==> src/rtl/core/sha256_pkg.sv <==
// Shared types, constants and functions of the SHA-256 byte stream hasher.
// Holds the round constants, the initial hash values and the sigma functions.
// No dependencies.
`timescale 1ns / 1ps
`default_nettype none
package sha256_pkg;

  typedef logic [31:0] word_t;
  typedef word_t [0:7] hash_t;

  typedef struct packed {
    logic       push;
    logic [7:0] push_byte;
    logic       step;
  } sched_ctl_t;

  typedef struct packed {
    logic load;
    logic step;
  } round_ctl_t;

  localparam int unsigned BLOCK_BYTES = 64;
  localparam int unsigned ROUNDS      = 64;
  localparam int unsigned FILL_W      = $clog2(BLOCK_BYTES);
  localparam int unsigned ROUND_W     = $clog2(ROUNDS);
  localparam logic [7:0]  PAD_BYTE    = 8'h80;
  localparam logic [63:0] BYTE_BITS   = 64'd8;

  localparam hash_t IV = '{
    32'h6a09e667, 32'hbb67ae85, 32'h3c6ef372, 32'ha54ff53a,
    32'h510e527f, 32'h9b05688c, 32'h1f83d9ab, 32'h5be0cd19
  };

  localparam word_t K [ROUNDS] = '{
    32'h428a2f98, 32'h71374491, 32'hb5c0fbcf, 32'he9b5dba5,
    32'h3956c25b, 32'h59f111f1, 32'h923f82a4, 32'hab1c5ed5,
    32'hd807aa98, 32'h12835b01, 32'h243185be, 32'h550c7dc3,
    32'h72be5d74, 32'h80deb1fe, 32'h9bdc06a7, 32'hc19bf174,
    32'he49b69c1, 32'hefbe4786, 32'h0fc19dc6, 32'h240ca1cc,
    32'h2de92c6f, 32'h4a7484aa, 32'h5cb0a9dc, 32'h76f988da,
    32'h983e5152, 32'ha831c66d, 32'hb00327c8, 32'hbf597fc7,
    32'hc6e00bf3, 32'hd5a79147, 32'h06ca6351, 32'h14292967,
    32'h27b70a85, 32'h2e1b2138, 32'h4d2c6dfc, 32'h53380d13,
    32'h650a7354, 32'h766a0abb, 32'h81c2c92e, 32'h92722c85,
    32'ha2bfe8a1, 32'ha81a664b, 32'hc24b8b70, 32'hc76c51a3,
    32'hd192e819, 32'hd6990624, 32'hf40e3585, 32'h106aa070,
    32'h19a4c116, 32'h1e376c08, 32'h2748774c, 32'h34b0bcb5,
    32'h391c0cb3, 32'h4ed8aa4a, 32'h5b9cca4f, 32'h682e6ff3,
    32'h748f82ee, 32'h78a5636f, 32'h84c87814, 32'h8cc70208,
    32'h90befffa, 32'ha4506ceb, 32'hbef9a3f7, 32'hc67178f2
  };

  function automatic word_t bsig0(input word_t x);
    return {x[1:0], x[31:2]} ^ {x[12:0], x[31:13]} ^ {x[21:0], x[31:22]};
  endfunction

  function automatic word_t bsig1(input word_t x);
    return {x[5:0], x[31:6]} ^ {x[10:0], x[31:11]} ^ {x[24:0], x[31:25]};
  endfunction

  function automatic word_t ssig0(input word_t x);
    return {x[6:0], x[31:7]} ^ {x[17:0], x[31:18]} ^ {3'b000, x[31:3]};
  endfunction

  function automatic word_t ssig1(input word_t x);
    return {x[16:0], x[31:17]} ^ {x[18:0], x[31:19]} ^ {10'b0, x[31:10]};
  endfunction

endpackage
`default_nettype wire

==> src/rtl/core/sha256_sched.sv <==
// Block buffer and message schedule: a 16-word window that takes bytes
// during fill and rolls one schedule word per round. Uses sha256_pkg.
`timescale 1ns / 1ps
`default_nettype none
module sha256_sched (
  input  wire                          clk,
  input  wire sha256_pkg::sched_ctl_t  ctl,
  output sha256_pkg::word_t            w_cur
);

  logic [511:0]      wnd;
  sha256_pkg::word_t w_new;

  assign w_cur = wnd[511:480];
  assign w_new = sha256_pkg::ssig1(wnd[63:32]) + wnd[223:192]
               + sha256_pkg::ssig0(wnd[479:448]) + wnd[511:480];

  always_ff @(posedge clk) begin
    if (ctl.push) begin
      wnd <= {wnd[503:0], ctl.push_byte};
    end else if (ctl.step) begin
      wnd <= {wnd[479:0], w_new};
    end
  end

endmodule
`default_nettype wire

==> src/rtl/core/sha256_round.sv <==
// Working variables a..h and the shared compression round, one round a cycle.
// Uses sha256_pkg.
`timescale 1ns / 1ps
`default_nettype none
module sha256_round (
  input  wire                          clk,
  input  wire sha256_pkg::round_ctl_t  ctl,
  input  wire sha256_pkg::hash_t       chain,
  input  wire sha256_pkg::word_t       k,
  input  wire sha256_pkg::word_t       w,
  output sha256_pkg::hash_t            work
);

  sha256_pkg::word_t t1;
  sha256_pkg::word_t t2;
  sha256_pkg::word_t ch;
  sha256_pkg::word_t maj;

  assign ch  = (work[4] & work[5]) ^ (~work[4] & work[6]);
  assign maj = (work[0] & work[1]) ^ (work[0] & work[2]) ^ (work[1] & work[2]);
  assign t1  = work[7] + sha256_pkg::bsig1(work[4]) + ch + k + w;
  assign t2  = sha256_pkg::bsig0(work[0]) + maj;

  always_ff @(posedge clk) begin
    if (ctl.load) begin
      work <= chain;
    end else if (ctl.step) begin
      work <= '{t1 + t2, work[0], work[1], work[2],
                work[3] + t1, work[4], work[5], work[6]};
    end
  end

endmodule
`default_nettype wire

==> src/rtl/core/sha256_byte_stream_hasher_core.sv <==
// Top level of the SHA-256 byte stream hasher: sequencer, chaining words,
// bit count and digest output. Uses sha256_pkg, sha256_sched, sha256_round.
//
// Input channel (s_*): one message byte per item in s_tdata, s_tuser set when
// the byte is part of the message, s_tlast on the final item of a message.
// An item with s_tuser low and s_tlast high ends a message without a byte.
// Output channel (m_*): eight digest words per message, H0 first, with the
// word index beside each word and m_tlast on the eighth.
// A byte item is taken while s_tready is high. The 64th byte of a block starts
// compression: 64 rounds through the single round unit, then the chain add.
// Ending a message pushes pad and length bytes one per cycle up to the
// block end, then compresses; that is 9 to 72 pad and length bytes and one
// or two compressions, then eight digest words on the output channel.
// The round unit limits how fast bytes go in: no byte is taken during compression.
// s_tready is high only while the block waits for input; it stays low
// through compression and while digest words wait. A stalled receiver holds
// the current word on m_tdata. Reset loads the initial hash values, clears
// the fill count and bit count, and drops any item in progress.
`timescale 1ns / 1ps
`default_nettype none
module sha256_byte_stream_hasher_core (
  input  wire         clk,
  input  wire         rst,
  input  wire         s_tvalid,
  output logic        s_tready,
  input  wire  [7:0]  s_tdata,   // data_byte
  input  wire         s_tuser,   // has_byte
  input  wire         s_tlast,   // end_of_message
  output logic        m_tvalid,
  input  wire         m_tready,
  output logic [39:0] m_tdata,   // digest_word[31:0], word_index[34:32], zero fill
  output logic        m_tlast    // last_word
);

  localparam logic [2:0] ST_IDLE = 3'd0;
  localparam logic [2:0] ST_PAD  = 3'd1;
  localparam logic [2:0] ST_LEN  = 3'd2;
  localparam logic [2:0] ST_COMP = 3'd3;
  localparam logic [2:0] ST_ADD  = 3'd4;
  localparam logic [2:0] ST_OUT  = 3'd5;

  localparam logic [sha256_pkg::FILL_W-1:0]  FILL_LAST = '1;
  localparam logic [sha256_pkg::FILL_W-1:0]  FILL_PRE_LEN =
    sha256_pkg::FILL_W'(sha256_pkg::BLOCK_BYTES - 9);
  localparam logic [sha256_pkg::ROUND_W-1:0] ROUND_LAST = '1;
  localparam logic [2:0]                     WORD_LAST  = 3'd7;

  logic [2:0]                     state;
  logic [2:0]                     ret_state;
  logic [sha256_pkg::FILL_W-1:0]  fill;
  logic [sha256_pkg::ROUND_W-1:0] round;
  logic                           pad_first;
  logic [63:0]                    bit_len;
  logic [2:0]                     widx;
  sha256_pkg::hash_t              chain;
  sha256_pkg::hash_t              work;
  sha256_pkg::word_t              w_cur;
  sha256_pkg::sched_ctl_t         sched_ctl;
  sha256_pkg::round_ctl_t         round_ctl;
  logic                           in_acc;

  assign s_tready = (state == ST_IDLE);
  assign in_acc   = s_tvalid & s_tready;
  assign m_tvalid = (state == ST_OUT);
  assign m_tdata  = {5'b00000, widx, chain[widx]};
  assign m_tlast  = (widx == WORD_LAST);

  always_comb begin
    sched_ctl.push      = 1'b0;
    sched_ctl.push_byte = 8'h00;
    unique case (state)
      ST_IDLE: begin
        sched_ctl.push      = in_acc & s_tuser;
        sched_ctl.push_byte = s_tdata;
      end
      ST_PAD: begin
        sched_ctl.push      = 1'b1;
        sched_ctl.push_byte = pad_first ? sha256_pkg::PAD_BYTE : 8'h00;
      end
      ST_LEN: begin
        sched_ctl.push      = 1'b1;
        sched_ctl.push_byte = bit_len[63:56];
      end
      default: begin
        sched_ctl.push      = 1'b0;
        sched_ctl.push_byte = 8'h00;
      end
    endcase
    sched_ctl.step = (state == ST_COMP);
    round_ctl.load = sched_ctl.push && (fill == FILL_LAST);
    round_ctl.step = (state == ST_COMP);
  end

  sha256_sched u_sched (
    .clk   (clk),
    .ctl   (sched_ctl),
    .w_cur (w_cur)
  );

  sha256_round u_round (
    .clk   (clk),
    .ctl   (round_ctl),
    .chain (chain),
    .k     (sha256_pkg::K[round]),
    .w     (w_cur),
    .work  (work)
  );

  always_ff @(posedge clk) begin
    if (rst) begin
      state     <= ST_IDLE;
      ret_state <= ST_IDLE;
      fill      <= '0;
      round     <= '0;
      pad_first <= 1'b0;
      bit_len   <= '0;
      widx      <= '0;
      chain     <= sha256_pkg::IV;
    end else begin
      if (sched_ctl.push) begin
        fill <= fill + 1'b1;
      end
      unique case (state)
        ST_IDLE: begin
          if (in_acc) begin
            if (s_tuser) begin
              bit_len <= bit_len + sha256_pkg::BYTE_BITS;
            end
            if (s_tlast) begin
              pad_first <= 1'b1;
            end
            if (s_tuser && fill == FILL_LAST) begin
              state     <= ST_COMP;
              round     <= '0;
              ret_state <= s_tlast ? ST_PAD : ST_IDLE;
            end else if (s_tlast) begin
              state <= ST_PAD;
            end
          end
        end
        ST_PAD: begin
          pad_first <= 1'b0;
          if (fill == FILL_LAST) begin
            state     <= ST_COMP;
            round     <= '0;
            ret_state <= ST_PAD;
          end else if (fill == FILL_PRE_LEN) begin
            state <= ST_LEN;
          end
        end
        ST_LEN: begin
          bit_len <= {bit_len[55:0], 8'h00};
          if (fill == FILL_LAST) begin
            state     <= ST_COMP;
            round     <= '0;
            ret_state <= ST_OUT;
          end
        end
        ST_COMP: begin
          round <= round + 1'b1;
          if (round == ROUND_LAST) begin
            state <= ST_ADD;
          end
        end
        ST_ADD: begin
          for (int i = 0; i < 8; i++) begin
            chain[i] <= chain[i] + work[i];
          end
          widx  <= '0;
          state <= ret_state;
        end
        ST_OUT: begin
          if (m_tready) begin
            widx <= widx + 1'b1;
            if (widx == WORD_LAST) begin
              chain   <= sha256_pkg::IV;
              bit_len <= '0;
              state   <= ST_IDLE;
            end
          end
        end
        default: begin
          state <= ST_IDLE;
        end
      endcase
    end
  end

endmodule
`default_nettype wire
==> config.mk <==
export PLATFORM = sky130hd
export DESIGN_NAME = sha256_byte_stream_hasher_core
export DESIGN_NICKNAME = d
export VERILOG_FILES = /design/src/rtl/core/sha256_pkg.sv /design/src/rtl/core/sha256_sched.sv /design/src/rtl/core/sha256_round.sv /design/src/rtl/core/sha256_byte_stream_hasher_core.sv
export SDC_FILE = /design/constraint.sdc
export NUM_CORES = 2
export LEC_CHECK = 0
export ABC_AREA = 1
export BUFFER_PORTS_ARGS = -buffer_cell sky130_fd_sc_hd__buf_4
export CORE_MARGIN = 2
export CORE_UTILIZATION = 55
export DETAILED_ROUTE_END_ITERATION = 10
export MAX_ROUTING_LAYER = met4
export PLACE_DENSITY_LB_ADDON = 0.1
export SYNTH_ARGS = -nofsm -noshare
export SYNTH_HDL_FRONTEND = slang
export SYNTH_SLANG_ARGS = --single-unit
==> constraint.sdc <==
create_clock -name clk -period 20.1 [get_ports clk]
set_clock_uncertainty 0.1 [all_clocks]
set_input_delay 4.02 -clock clk [delete_from_list [all_inputs] [get_ports clk]]
set_output_delay 4.02 -clock clk [all_outputs]
set_load 0.02 [all_outputs]
# Yosys cells after proc, flatten, opt, wreduce, memory -nomap -nowiden

Memories as Yosys holds them, arrays and structs flattened.
Cells that the tools add are included.

Muxes and demuxes: 44
Reductions and logical operators: 18
Equality and inequality tests: 21
Bitwise logic cells: 21
$lt $le $gt $ge: 2
Add/sub/neg operators: 22

Operator list:

| kind                                                  | number |
|---|---|
| 2-to-1 mux 256 bit                                    | 4 |
| 2-to-1 mux 512 bit                                    | 2 |
| adder 32 bit                                          | 18 |
| case mux 256 bit (2 select lines)                     | 1 |
| XOR 32 bit                                            | 9 |
| 2-to-1 mux 64 bit                                     | 4 |
| case mux 64 bit (3 select lines)                      | 1 |
| bitwise AND 32 bit                                    | 5 |
| 2-to-1 mux 32 bit                                     | 4 |
| binary-select mux 32 bit (select 3 bit)               | 1 |
| adder 64 x 4 -> 64 bit, second input constant         | 1 |
| 2-to-1 mux 3 bit                                      | 14 |
| inverter 32 bit                                       | 1 |
| XOR 32 x 22 -> 32 bit                                 | 1 |
| XOR 32 x 29 -> 32 bit                                 | 1 |
| case mux 9 bit (3 select lines)                       | 1 |
| equality test 6 bit, second input constant            | 3 |
| 2-to-1 mux 6 bit                                      | 3 |
| case mux 3 bit (6 select lines)                       | 1 |
| case mux 6 bit (3 select lines)                       | 1 |
| inequality test 2 x 1 -> 1 bit, second input constant | 8 |
| adder 6 x 1 -> 6 bit, second input constant           | 2 |
| AND reduction 5 bit                                   | 2 |
| equality test 3 bit, second input constant            | 3 |
| other kinds (25)                                      | 37 |

ROM bits: 2048
Memories: 1
Input port bits: 14
Bits in registers: 1110

Memory list:

| memory           | depth | bits a word | rd ports | clocked after Yosys merged registers in | write ports | RTL line                              | RTL |
|---|---|---|---|---|---|---|---|
| (name not given) | 64    | 32          | 1        | 0                                       | 0           | sha256_byte_stream_hasher_core.sv:104 | `.k (sha256_pkg::K[round]),` |

# Logic depth before layout (Yosys ltp)

Depth after elaboration: 9
Depth in mapped cells: 41

# Modules after synthesis

Synthesis repeated with hierarchy kept, for this count alone.

Cells, all modules: 12440
Area total of the unflattened synthesis: 85842.3 µm²

Modules (own cells, without submodules):

| module                         | cells each | area an instance (µm²) | times used |
|---|---|---|---|
| sha256_byte_stream_hasher_core | 6825       | 37129.4                | 1 |
| sha256_sched                   | 2881       | 26905.8                | 1 |
| sha256_round                   | 2734       | 21807.2                | 1 |

# Worst setup path before layout

Ideal clock, no wire load.

Kind: input -> register
Start point: input s_tuser
End point: register u_sched.wnd[0], enable pin
Setup time: 3685 ps
Setup slack: 3225 ps
Data arrival time: 13090 ps
Stages on the path: 7
Path buffers: 3
Data required time: 16315 ps
Cells stage by stage: inv_1 o21ai_1 nand2_2 buf_2 buf_2 buf_2 nand2_1

Cells in the longest elaborated chain, start to end: 3

Ends and longest elaborated chain:

| item                            | RTL line                             | RTL |
|---|---|---|
| start: declaration              | sha256_byte_stream_hasher_core.sv:27 | `input wire s_tuser,` |
| bitwise AND 1 bit               | sha256_byte_stream_hasher_core.sv:73 | `sched_ctl.push = in_acc & s_tuser;` |
| case mux 9 bit (3 select lines) | sha256_byte_stream_hasher_core.sv:71 | `unique case (state)` |
| nonzero test 2 bit (no line)    | n/a                                  |  |
| end signal: assignment          | sha256_sched.sv:20                   | `wnd <= {wnd[503:0], ctl.push_byte};` |
| end signal: assignment          | sha256_sched.sv:22                   | `wnd <= {wnd[479:0], w_new};` |
| end: declaration                | sha256_sched.sv:11                   | `logic [511:0] wnd;` |

No other way between the ends.
A chain may end at the register's enable or synchronous reset.

# Final worst setup path

Start point: register widx[0]
End point: output m_tdata[25]

Cells in the longest elaborated chain, start to end: 4

Ends and longest elaborated chain:

| item                                                  | RTL line                              | RTL |
|---|---|---|
| start: declaration                                    | sha256_byte_stream_hasher_core.sv:54  | `logic [2:0] widx;` |
| start signal: assignment                              | sha256_byte_stream_hasher_core.sv:174 | `widx <= widx + 1'b1;` |
| inverter 3 -> 4 bit (implied by the code)             | sha256_byte_stream_hasher_core.sv:65  | `assign m_tdata = {5'b00000, widx, chain[widx]};` |
| binary-select mux 32 bit (select 3 bit)               | sha256_byte_stream_hasher_core.sv:65  |  |
| 2-to-1 mux 32 bit (implied by the code) (2 in series) | sha256_byte_stream_hasher_core.sv:65  |  |
| end: declaration                                      | sha256_byte_stream_hasher_core.sv:31  | `output logic [39:0] m_tdata,` |

No other way between the ends. The select of a mux whose other input is x is not followed.

==> qor.csv <==
metric;value;unit
post-synthesis async set-or-reset flop share;0;%
antenna-violating nets left;0;
largest net degree at the start of global routing;206;
Post-Syn Area per Cell;7.41;µm²
failing checks;capacitance limit, slew limit;
status;complete, but fails checks;
WL per Instance;26.9;µm
initial antenna violation count;17;
CP max stage cell;a21oi_1;
post-synthesis sequential area ratio;36.0;%
endpoint class of the critical path;output port;
post-synth top area share;27.9;%
type of the worst setup path;register to output port;
layout net count;11595;
number of CTS-inserted buffers;119;
Bufs and invs on worst path;3;
Final setup viols;0;
vias in the first global route;76555;
DPL Wire Length;270;mm
Area Growth Syn to Fin;7.08;%
Slew headroom;-0.710;%
core box area;150000;µm²
Cell Area, Placed;84500;µm²
Final Max Slew Viols;42;
Hold Path Class;register to register;
reg2reg setup slack;11830;ps
layout cell share with drive strength beyond 1;4.33;%
total grt overflow;0;
Die H;392;µm
max-cap violation count;1;
CTS max path bufs;3;
number of fillers in the final layout;13534;
Initial Util;55.3;%
Clock Sinks;1106;
Mapped Area;82800;µm²
die width;392;µm
Critical Path AT;4610;ps
Crit Path Max Fanout;72;
CTS resizes;0;
Post-Synthesis Cells;11174;
leading post-synthesis cells by cell area;edfxtp_1 (28%), nand2_1 (13%), dfxtp_1 (8.2%);
design area;88600;µm²
RSZ-0062 raised after global routing;no;
crit-path cells;clkinv_2, buf_4, nand2_1, o21ai_0, a21oi_1, a31oi_1, buf_4;
Syn. warnings;0;
CP peak stage delay;1000;ps
drt total wl;353;mm
Yosys reg bits;1106;
H-tree depth;3;
Critical Path Source Type;register;
final hold viol count;0;
Tot GR Track Use;46.2;%
first-pass GRT wire length;507;mm
Top FF cell, synth;edfxtp_1;
Min Clock Period, post-route;8730;ps
die area;154000;µm²
EDFF count, synth;768;
via count;82645;
commonest non-fill, non-tap cell in the layout;nand2_1;
Yosys cell types;65;
fmax;0.115;GHz
Clock Latency Late Sink;820;ps
TritonRoute pass-1 iters;8;
Tcrit/Tclk final;43.4;%
Setup TNS;0;ps
worst-margin pin slew;1510;ps
hold-fix buffers at CTS;0;
I/O pin total;57;
DR vias/cell;6.30;
Port-buffer cells;51;
GPL Wtd Cong;1.14;
cell taking the most area after synthesis;edfxtp_1;
Site Rows;142;
setup bufs post-CTS;0;
first-iteration detailed-routing DRC count;12619;
CTS tree;done;
CTS root buffer;clkbuf_16;
DRC violation count after routing;0;
commonest non-fill, non-tap cells in the layout;nand2_1 (2920), inv_1 (1384), o21ai_0 (1244);
Critical Path RT;15980;ps
cell mode on critical path;buf_4;
critical path's top delay family;buffers and inverters;
Worst-path clk slew;60;ps
-- worst paths after layout --
path | depth (start not counted) | end | from
setup reg to reg | 30 | u_round.work[244]$_DFFE_PP_ | round[0]$_SDFFE_PP0P_
hold / removal | 2 | chain[106]$_SDFFE_PP0P_ | chain[106]$_SDFFE_PP0P_
setup / recovery | 7 | m_tdata[25] | widx[0]$_SDFFE_PP0P_
hold reg to reg | 2 | chain[106]$_SDFFE_PP0P_ | chain[106]$_SDFFE_PP0P_
-- state kept, by name, indices dropped and copies added (netlist names) --
| name | flops |
|---|---|
| fill | 6 |
| widx | 3 |
| u_round.work | 256 |
| ret_state | 2 |
| bit_len | 61 |
| round | 6 |
| pad_first | 1 |
| state | 3 |
| chain | 256 |
| u_sched.wnd | 512 |
-- area by class of cell --
type,instances,area [µm²],share of cell area (%)
multi-input cells,8203,45800,51.6
flip-flops and latches,1106,29800,33.7
inverters,1403,5290,5.97
clock buffers,145,3140,3.54
well taps,2016,2520,2.85
repair buffers,141,1120,1.26
clock inverters,82,920,1.04
diodes,16,40.0,0.0452
-- synth_stat cells, types with 7 or more instances --
library cell / number
nand3b_1: 32
inv_2: 10
a21boi_0: 26
nand4_1: 109
clkbuf_1: 321
buf_2: 104
nand3_1: 576
o221ai_1: 12
o211ai_1: 82
o21bai_1: 82
or2_2: 50
o21ai_0: 1244
fa_1: 197
mux2i_1: 8
edfxtp_1: 768
o21a_1: 33
o22ai_1: 23
a221oi_1: 11
maj3_1: 20
xor2_1: 215
dfxtp_1: 338
a31oi_1: 55
a21oi_1: 874
nand2_1: 2923
a21oi_2: 55
nor4_1: 20
a21o_1: 33
buf_1: 30
nor3_1: 119
inv_1: 1388
nor2_1: 724
o31ai_1: 7
xnor2_1: 169
a211oi_1: 15
ha_1: 410
-- tightest hold or removal path: stages (launching register included) --
cell	delay, ps
dfxtp_1	330
nand2_1	60
a21oi_1	50
-- routing by layer --
metal  wire (µm)  up-vias  GRT usage (%)
met5           0        -              -
met1      132000    38783           58.4
li1            -    36670              -
met3       48500     1352           13.3
met2      147000     5840           65.8
met4       25900        0           26.5
-- cells by family after synthesis --
logic type	count (synthesis)	synth area share (%)
compound gates	2582	17.0
xor+xnor	384	4.06
fa+ha+maj	627	11.2
buf+inv	1869	8.73
flops	1106	36.0
mux	8	0.0968
other cells	1	0.00453
simple gates	4597	22.8
-- through the flow --
stage,setup WS (ps),hold WS (ps),std cells,utilization (%)
finish,11370,391,13112,59.2
global route,11440,415,13110,59.2
CTS,11600,389,13096,59.2
detailed placement,11220,377,12869,56.5
global placement,11360,365,12869,56.5
floorplan,3230,338,11178,-
Power is not shown: default switching activity piles up to over one toggle a cycle in this logic, so the estimate is an artifact.
